[config.mk]
export PLATFORM = sky130hd
export DESIGN_NAME = lpht_ctrl
export DESIGN_NICKNAME = d
export VERILOG_FILES = /design/src/hw/rtl/lpht_pkg.sv /design/src/hw/rtl/lpht_ctrl.sv
export SDC_FILE = /design/constraint.sdc
export NUM_CORES = 1
export LEC_CHECK = 0
export BUFFER_PORTS_ARGS = -buffer_cell sky130_fd_sc_hd__buf_2
export CAP_MARGIN = 40
export CORE_AREA = 8 8 45 47
export CTS_CLUSTER_SIZE = 28
export DETAILED_ROUTE_END_ITERATION = 12
export DIE_AREA = 0 0 53 55
export PLACE_DENSITY = 0.7
export REMOVE_ABC_BUFFERS = 1
export SYNTH_ARGS = -nofsm -noshare
export SYNTH_HDL_FRONTEND = slang
export SYNTH_SLANG_ARGS = --single-unit
[constraint.sdc]
create_clock -name clk -period 2.5 [get_ports clk]
set_input_delay 0.75 -clock clk [delete_from_list [all_inputs] [get_ports clk]]
set_output_delay 0.75 -clock clk [all_outputs]
set_load 0.01 [all_outputs]
[src/hw/rtl/lpht_pkg.sv]
`default_nettype none
package lpht_pkg;
    localparam int Buckets = 256;
    localparam int IdxW = $clog2(Buckets);
    localparam int CntW = IdxW + 1;
    localparam int KeyBytes = 8;
    localparam int KeyW = 8 * KeyBytes;
    localparam int LenW = 4;
    localparam int ValW = 32;
    localparam int HashW = 64;
    localparam logic [HashW-1:0] HashSeed = 64'h100;
    localparam logic [HashW-1:0] HashMul = 64'd1111111111111111111;
    localparam logic [CntW+1:0] LoadLimit = (CntW + 2)'(3 * Buckets);

    localparam logic [1:0] ActInsert = 2'd0;
    localparam logic [1:0] ActLookup = 2'd1;
    localparam logic [1:0] ActDelete = 2'd2;

    localparam logic [2:0] StInserted = 3'd0;
    localparam logic [2:0] StUpdated = 3'd1;
    localparam logic [2:0] StFound = 3'd2;
    localparam logic [2:0] StNotFound = 3'd3;
    localparam logic [2:0] StDeleted = 3'd4;
    localparam logic [2:0] StFull = 3'd5;

    localparam logic [1:0] MarkEmpty = 2'd0;
    localparam logic [1:0] MarkUsed = 2'd1;
    localparam logic [1:0] MarkTomb = 2'd2;

    // controller -> datapath
    typedef struct packed {
        logic clear;      // clear one bucket mark
        logic load;       // capture request
        logic hash_step;  // one multiply phase of hash
        logic probe_init; // index <- home bucket
        logic rd;         // read bucket at index
        logic advance;    // note tomb, index++
        logic wr_upd;     // write value at index
        logic wr_ins;     // write entry at index or tomb
        logic wr_del;     // tombstone at index
        logic out_load;   // capture result
        logic [2:0] status;
    } lpht_cmd_t;

    // datapath -> controller
    typedef struct packed {
        logic clear_last;
        logic hash_done;
        logic [1:0] action;
        logic full;
        logic live_zero;
        logic [1:0] mark;
        logic match;
        logic have_tomb;
        logic last_probe;
    } lpht_sts_t;
endpackage
`default_nettype wire

[src/hw/rtl/lpht_ctrl.sv]
`default_nettype none
module lpht_ctrl (
    input  wire logic                clk,
    input  wire logic                rst_n,
    input  wire logic                in_valid,
    output logic                     in_ready,
    output logic                     out_valid,
    input  wire logic                out_ready,
    output lpht_pkg::lpht_cmd_t      cmd,
    input  wire lpht_pkg::lpht_sts_t sts
);
    typedef enum logic [2:0] {IDLE, HASH, DECIDE, READ, CHECK, OUT, CLEAR} state_t;
    state_t state_reg, state_next;
    logic out_v_reg, out_v_next;

    assign out_valid = out_v_reg;
    assign in_ready = (state_reg == IDLE) && !out_v_reg;

    always_comb
    begin
        state_next = state_reg;
        out_v_next = out_v_reg;
        cmd = '0;
        cmd.status = lpht_pkg::StNotFound;
        if (out_v_reg && out_ready)
            out_v_next = 1'b0;
        case (state_reg)
            CLEAR:
            begin
                cmd.clear = 1'b1;
                if (sts.clear_last)
                    state_next = IDLE;
            end
            IDLE:
            begin
                if (in_valid && in_ready)
                begin
                    cmd.load = 1'b1;
                    state_next = HASH;
                end
            end
            HASH:
            begin
                if (sts.hash_done)
                begin
                    cmd.probe_init = 1'b1;
                    state_next = DECIDE;
                end
                else
                    cmd.hash_step = 1'b1;
            end
            DECIDE:
            begin
                if (sts.action == lpht_pkg::ActInsert && sts.full)
                begin
                    cmd.status = lpht_pkg::StFull;
                    cmd.out_load = 1'b1;
                    state_next = OUT;
                end
                else if (sts.action == lpht_pkg::ActInsert
                         || ((sts.action == lpht_pkg::ActLookup
                              || sts.action == lpht_pkg::ActDelete) && !sts.live_zero))
                begin
                    cmd.rd = 1'b1;
                    state_next = CHECK;
                end
                else
                begin
                    cmd.out_load = 1'b1;
                    state_next = OUT;
                end
            end
            READ:
            begin
                cmd.rd = 1'b1;
                state_next = CHECK;
            end
            CHECK:
            begin
                state_next = OUT;
                if (sts.action == lpht_pkg::ActInsert)
                begin
                    if (sts.mark == lpht_pkg::MarkEmpty)
                    begin
                        cmd.wr_ins = 1'b1;
                        cmd.status = lpht_pkg::StInserted;
                        cmd.out_load = 1'b1;
                    end
                    else if (sts.match)
                    begin
                        cmd.wr_upd = 1'b1;
                        cmd.status = lpht_pkg::StUpdated;
                        cmd.out_load = 1'b1;
                    end
                    else if (sts.last_probe)
                    begin
                        // no empty bucket anywhere: use the tombstone if one was seen
                        if (sts.have_tomb || sts.mark == lpht_pkg::MarkTomb)
                        begin
                            cmd.wr_ins = 1'b1;
                            cmd.status = lpht_pkg::StInserted;
                            cmd.out_load = 1'b1;
                        end
                        else
                        begin
                            cmd.status = lpht_pkg::StFull;
                            cmd.out_load = 1'b1;
                        end
                    end
                    else
                    begin
                        cmd.advance = 1'b1;
                        state_next = READ;
                    end
                end
                else
                begin
                    if (sts.mark == lpht_pkg::MarkEmpty)
                        cmd.out_load = 1'b1;
                    else if (sts.match)
                    begin
                        cmd.status = (sts.action == lpht_pkg::ActLookup)
                                   ? lpht_pkg::StFound : lpht_pkg::StDeleted;
                        cmd.wr_del = (sts.action == lpht_pkg::ActDelete);
                        cmd.out_load = 1'b1;
                    end
                    else if (sts.last_probe)
                        cmd.out_load = 1'b1;
                    else
                    begin
                        cmd.advance = 1'b1;
                        state_next = READ;
                    end
                end
            end
            OUT:
            begin
                out_v_next = 1'b1;
                state_next = IDLE;
            end
            default: state_next = IDLE;
        endcase
    end

    always_ff @(posedge clk or negedge rst_n)
    begin
        if (!rst_n)
        begin
            state_reg <= CLEAR;
            out_v_reg <= 1'b0;
        end
        else
        begin
            state_reg <= state_next;
            out_v_reg <= out_v_next;
        end
    end
endmodule
`default_nettype wire

# Yosys cells after proc, flatten, opt, wreduce, memory -nomap -nowiden
# Cells that the tools add are included.
dict set report word_totals {
  reg_bits 4
  in_bits 15
  output_inout_bits 15
  wordCells 79
}
dict set report op_classes {
  n_eq_ne 12
  n_mux 50
  reduce_logical 15
}
# op n
set op_table {}
lappend op_table {{3-bit 2-to-1 mux} 12}
lappend op_table {{1-bit 2-to-1 mux} 27}
lappend op_table {{4-bit 2-to-1 mux} 5}
lappend op_table {{3-bit case mux with 6 select lines} 1}
lappend op_table {{3-bit equality test (second input constant)} 3}
lappend op_table {{4-bit case mux with 2 select lines} 1}
lappend op_table {{3-bit by 2-bit equality test with 1-bit output (second input constant)} 2}
lappend op_table {{2-bit 2-to-1 mux} 3}
lappend op_table {{1-bit logical AND} 5}
lappend op_table {{2-bit equality test (second input constant)} 2}
lappend op_table {{2-bit logical NOT} 2}
lappend op_table {{2-bit inequality test (second input constant)} 2}
lappend op_table {{3-bit by 1-bit equality test with 1-bit output (second input constant)} 1}
lappend op_table {{3-bit logical NOT} 1}
lappend op_table {{1-bit logical OR} 3}
lappend op_table {{3-bit AND reduction} 1}
lappend op_table {{2-bit by 1-bit equality test with 1-bit output (second input constant)} 1}
lappend op_table {{1-bit logical NOT} 2}
lappend op_table {{2-bit by 1-bit inequality test with 1-bit output (second input constant)} 1}
lappend op_table {{1-bit case mux with 2 select lines} 1}
lappend op_table {{2-bit nonzero test} 1}

# Logic depth before layout (Yosys ltp)
dict set report logic_depth {
  ltp_word 8
  mapped_depth 7
  depth_no_buf 6
}

# Worst setup path before layout
# OpenSTA, ideal clock, no wires.
dict set report synth_timing {
  path_kind {input to output}
  start {input sts[7] (netlist name)}
  end {output cmd[8] (netlist name)}
  arrival_ps 1714
  required_ps 1750
  path_slack_ps 36
  stages 6
  n_path_buf 1
  cell_sequence {inv_1 ha_1 buf_4 nor3b_1 nor3_1 nor3b_1}
}
# element line
set synth_lines {}
lappend synth_lines {{start, declared} lpht_ctrl.sv:10} ;# input wire lpht_pkg::lpht_sts_t sts
lappend synth_lines {{end, declared} lpht_ctrl.sv:9} ;# output lpht_pkg::lpht_cmd_t cmd,

==> results <==
- The run finished with clean final reports.
- The total clock buffers created by CTS is 3.
- The number of cells on the worst reg-to-reg path is 4.
- The repair_antennas step left the layout with diodes totalling 0.
- The largest buffer count on any clock path is 2.
- Per report_power, the sequential group accounts for 32.1% of the total.
- The number of flip-flops and latches in the synthesized netlist is 4.
- The starting DRC count in detailed routing is 11.
- The number of detailed-route iterations in the first pass is 4.
- The relative slew slack is 78.33%.
- Setup violations remaining at the end of the flow were counted as 0.
- In this run the cell area measured after placement is 655.6 um^2.
- The wire length per cell is 12.80 um.
- The internal portion of the total power is 309.7 uW.
- The total wire length after detailed routing is 1.408 mm.
- STA classifies the critical path startpoint as an input port.
- Of all nets on the critical path, the largest fanout is 2.
- The highest-delay cell along the critical path is sky130_fd_sc_hd__ha_4.
- The worst-margin pin slew is 0.3226 ns.
- In the routed design, unresolved DRC markers number 0.
- In this run the power density over the cells is 724.1 mW/mm^2.
- The floorplan die area is 0.002915 mm^2.
- Traced cell by cell, the critical path runs through buf_8, inv_6, ha_4, nor3b_4, nor3_2, nand3b_1, o21ai_1, buf_2.
- For this block, the via count after detailed routing is 548.
- The layout net count is 114.
- At the worst endpoint, the arrival time is 1.71 ns.
- Buffers inserted to repair hold after CTS numbered 0.
- The smallest clock period supported by the final layout is computed as 2.458 ns.
- Synthesis instantiated 29 different standard cells from the library.
- CTS built an H-tree with a depth of 1.
- The worst endpoint required time is 1.75 ns.
- The post-route netlist has 55.32% of its cells at a drive strength greater than 1.
- The finished layout holds 110 standard cells, fillers aside.
- Leaving out fill and tap cells, the most frequent cell in the layout is sky130_fd_sc_hd__buf_2.
- The share of total power in the clock network is 14.6%.
- The sort of element at the end of the critical path is an output port.
- VDD sags by at most 230.1 uV.
- The number of global-route vias before repair came to 587.
- From synthesis to final layout, the design area changed by 51.93%.
- The finished cells cover 739.5 um^2.
- The reported net switching power is 225.7 uW.
- Detailed placement finished with a half-perimeter wire length of 1.138 mm.
- In the layout the commonest cells are sky130_fd_sc_hd__buf_2, sky130_fd_sc_hd__buf_4, sky130_fd_sc_hd__nor2_1, sky130_fd_sc_hd__o21ai_0.
- The path type of the worst min-delay path is input port to asynchronous set/reset pin.
- The number of clock sinks seen by CTS is 4.
- In the synthesized netlist the async set-or-reset flop fraction comes to 100.0%.
- The routability congestion estimate from global placement is 0.7634.
- The netlist area before placement is 486.7 um^2.
- The number of max-cap violations is 0.
- The starting utilization of the core area is 35.17%.
- During synthesis, Yosys emitted a total of 0 warnings.
- The TritonCTS clock tree is built.
- In this run the remaining antenna-violating nets after routing total 0.
- The pin count of the biggest net entering global routing is 14.
- The number of antenna violations at the first check in global routing came to 0.
- The number of pins exceeding their max-slew limit in the final report is 0.
- The critical path is of the input port to output port type.
- The register with the most flip-flops in the layout has 3 of them.
- The die is 55 um tall.
- The later pin in the worst-skew pair is clocked with a latency of 0.23 ns.
- The mean instance size in the synthesized netlist is 7.979 um^2.
- Static timing analysis puts the maximum clock frequency at 0.4068 GHz.
- The number of input and output port buffers inserted is 29.
- The share of the clock period used by the worst path is 98.32%.
- The total negative setup slack is 0 ns.
- The clock skew after layout is 0.0002902 ns.
- In this run the register-to-register setup slack is 1.21 ns.
- The final count of hold timing violations is 0.
- Counting flops with a built-in enable in the synthesized netlist gives 0.
- The gate count of the mapped netlist is 61.
- The total design power is 535.4 uW.
- In the synthesized netlist the dominant register cell turns out to be sky130_fd_sc_hd__dfstp_2.
- The combinational cell fraction of total power is 53.3%.
- Setup repair after global routing could not meet its margin everywhere.
- In this run the worst setup path terminates at cmd[3].
- Counting tap cells, the placed design contains a total of 107 instances.
- Clock tree synthesis selected as its root buffer the cell sky130_fd_sc_hd__clkbuf_4.
- The total routing usage reported by global routing is 10.61%.
- The detail-routed via count per cell is 4.982.
- The sequential share of the synthesized area is 21.08%.
- The most critical setup path has its startpoint at sts[8].
- The clock-pin slew on the worst setup and hold paths is 0.04 ns.
- The total grt overflow is 0.
- The endpoint of the most critical register-to-register path is state_reg[1]$_DFFE_PN1P_.
- The number of I/O pins is 30.
- The first global-routing pass estimated 2.387 mm of wire.
- After clock tree synthesis, the setup repair step added 0 buffers.
- The switching share of total power is 42.16%.
- The leakage component of the power is 0.3640 nW.
- The largest incremental delay on the critical path is 0.19 ns.
- The number of placement rows is 14.
- The x dimension of the die is 53 um.
- The worst register-to-register path begins at state_reg[1]$_DFFE_PN1P_.
- The placeable core area is 0.001384 mm^2.
[stage by stage]
| step | worst slack, ns | util (%) | hold WS [ns] |
|---|---|---|---|
| global placement | -0.1401 | 47.38 | 0.5559 |
| floorplan | 0.06475 | - | 0.4544 |
| CTS | 0.01053 | 51.72 | 0.3134 |
| detailed placement | -0.1676 | 47.38 | 0.5526 |
| global route | -0.04485 | 53.44 | 0.3145 |
| finish | 0.04189 | 53.44 | 0.3179 |
[Yosys cell counts (2+ instances only)]
library cell,n,share of area (%)
sky130_fd_sc_hd__nor4b_1,2,3.6
sky130_fd_sc_hd__nor2b_1,3,3.9
sky130_fd_sc_hd__o21ai_0,5,5.1
sky130_fd_sc_hd__nand2_1,3,2.3
sky130_fd_sc_hd__dfrtp_1,2,10
sky130_fd_sc_hd__ha_1,3,7.7
sky130_fd_sc_hd__nand3b_1,2,3.1
sky130_fd_sc_hd__and2_4,3,5.4
sky130_fd_sc_hd__o21ai_1,2,2.1
sky130_fd_sc_hd__dfstp_2,2,11
sky130_fd_sc_hd__nor3b_1,3,4.6
sky130_fd_sc_hd__a211o_1,2,3.6
sky130_fd_sc_hd__nor2_1,4,3.1
sky130_fd_sc_hd__inv_1,5,3.9
sky130_fd_sc_hd__buf_4,3,4.6
sky130_fd_sc_hd__nor3_1,3,3.1
sky130_fd_sc_hd__a21oi_1,2,2.1
[cell type report]
| type | count | area (um^2) |
|---|---|---|
| multi-input cells | 48 | 369.1 |
| repair buffers | 34 | 198.9 |
| inverters | 5 | 26.28 |
| well taps | 16 | 20.02 |
| flip-flops and latches | 4 | 102.6 |
| fillers | 143 | 644.4 |
| clock buffers | 3 | 22.52 |
[worst min path at each step]
| stage | to | slack [ns] | cells past startpoint |
|---|---|---|---|
| 6_report | out_valid$_DFFE_PN0P_ | 0.32 | 1 |
| 5_1_grt | out_valid$_DFFE_PN0P_ | 0.31 | 1 |
| 4_1_cts | out_valid$_DFFE_PN0P_ | 0.31 | 1 |
| 3_5_place_dp | state_reg[2]$_DFFE_PN1P_ | 0.55 | 2 |
| 3_3_place_gp | out_valid$_DFFE_PN0P_ | 0.56 | 1 |
| 2_1_floorplan | out_valid$_DFFE_PN0P_ | 0.45 | 0 |
[worst max-delay path, delay by kind of cell]
family	cells	cell delay, ns
simple gates	3	0.39
compound gates	1	0.09
buf+inv	3	0.29
fa+ha+maj	1	0.19
[layer usage]
layer  wire, um  global-route usage [%]  vias up
li1           -                       -      283
met5          0                       0        -
met3        156                   4.813        0
met1        623                   11.74      238
met2        627                   17.58       27
met4          0                   3.879        0
[repair_timing]
action	in CTS	in global routing
pin swaps	3	1
setup endpoints to repair	3	4
resized for setup	9	6
hold endpoints to repair	0	0
[kinds of logic (layout without fill, tap and decap cells)]
group / count (synthesis) / after routing / synth area share (%)
AO/OA/AOI/OAI: 16 / 16 / 20.57
adder cells (fa/ha/maj): 3 / 3 / 7.713
buffers and inverters: 9 / 42 / 10.80
flip-flops: 4 / 4 / 21.08
AND/OR/NAND/NOR: 29 / 29 / 39.85
[power groups by stage]
stage | sequential [mW] | combinational, mW | clock (mW)
after floorplan | 0.158 | 0.170 | 0
after global placement | 0.170 | 0.269 | 0
after detailed placement | 0.172 | 0.275 | 0
after CTS | 0.172 | 0.285 | 0.0813
after global routing | 0.185 | 0.321 | 0.0875
final | 0.172 | 0.286 | 0.0780
Note: power is estimated with default switching activity, not from simulation.
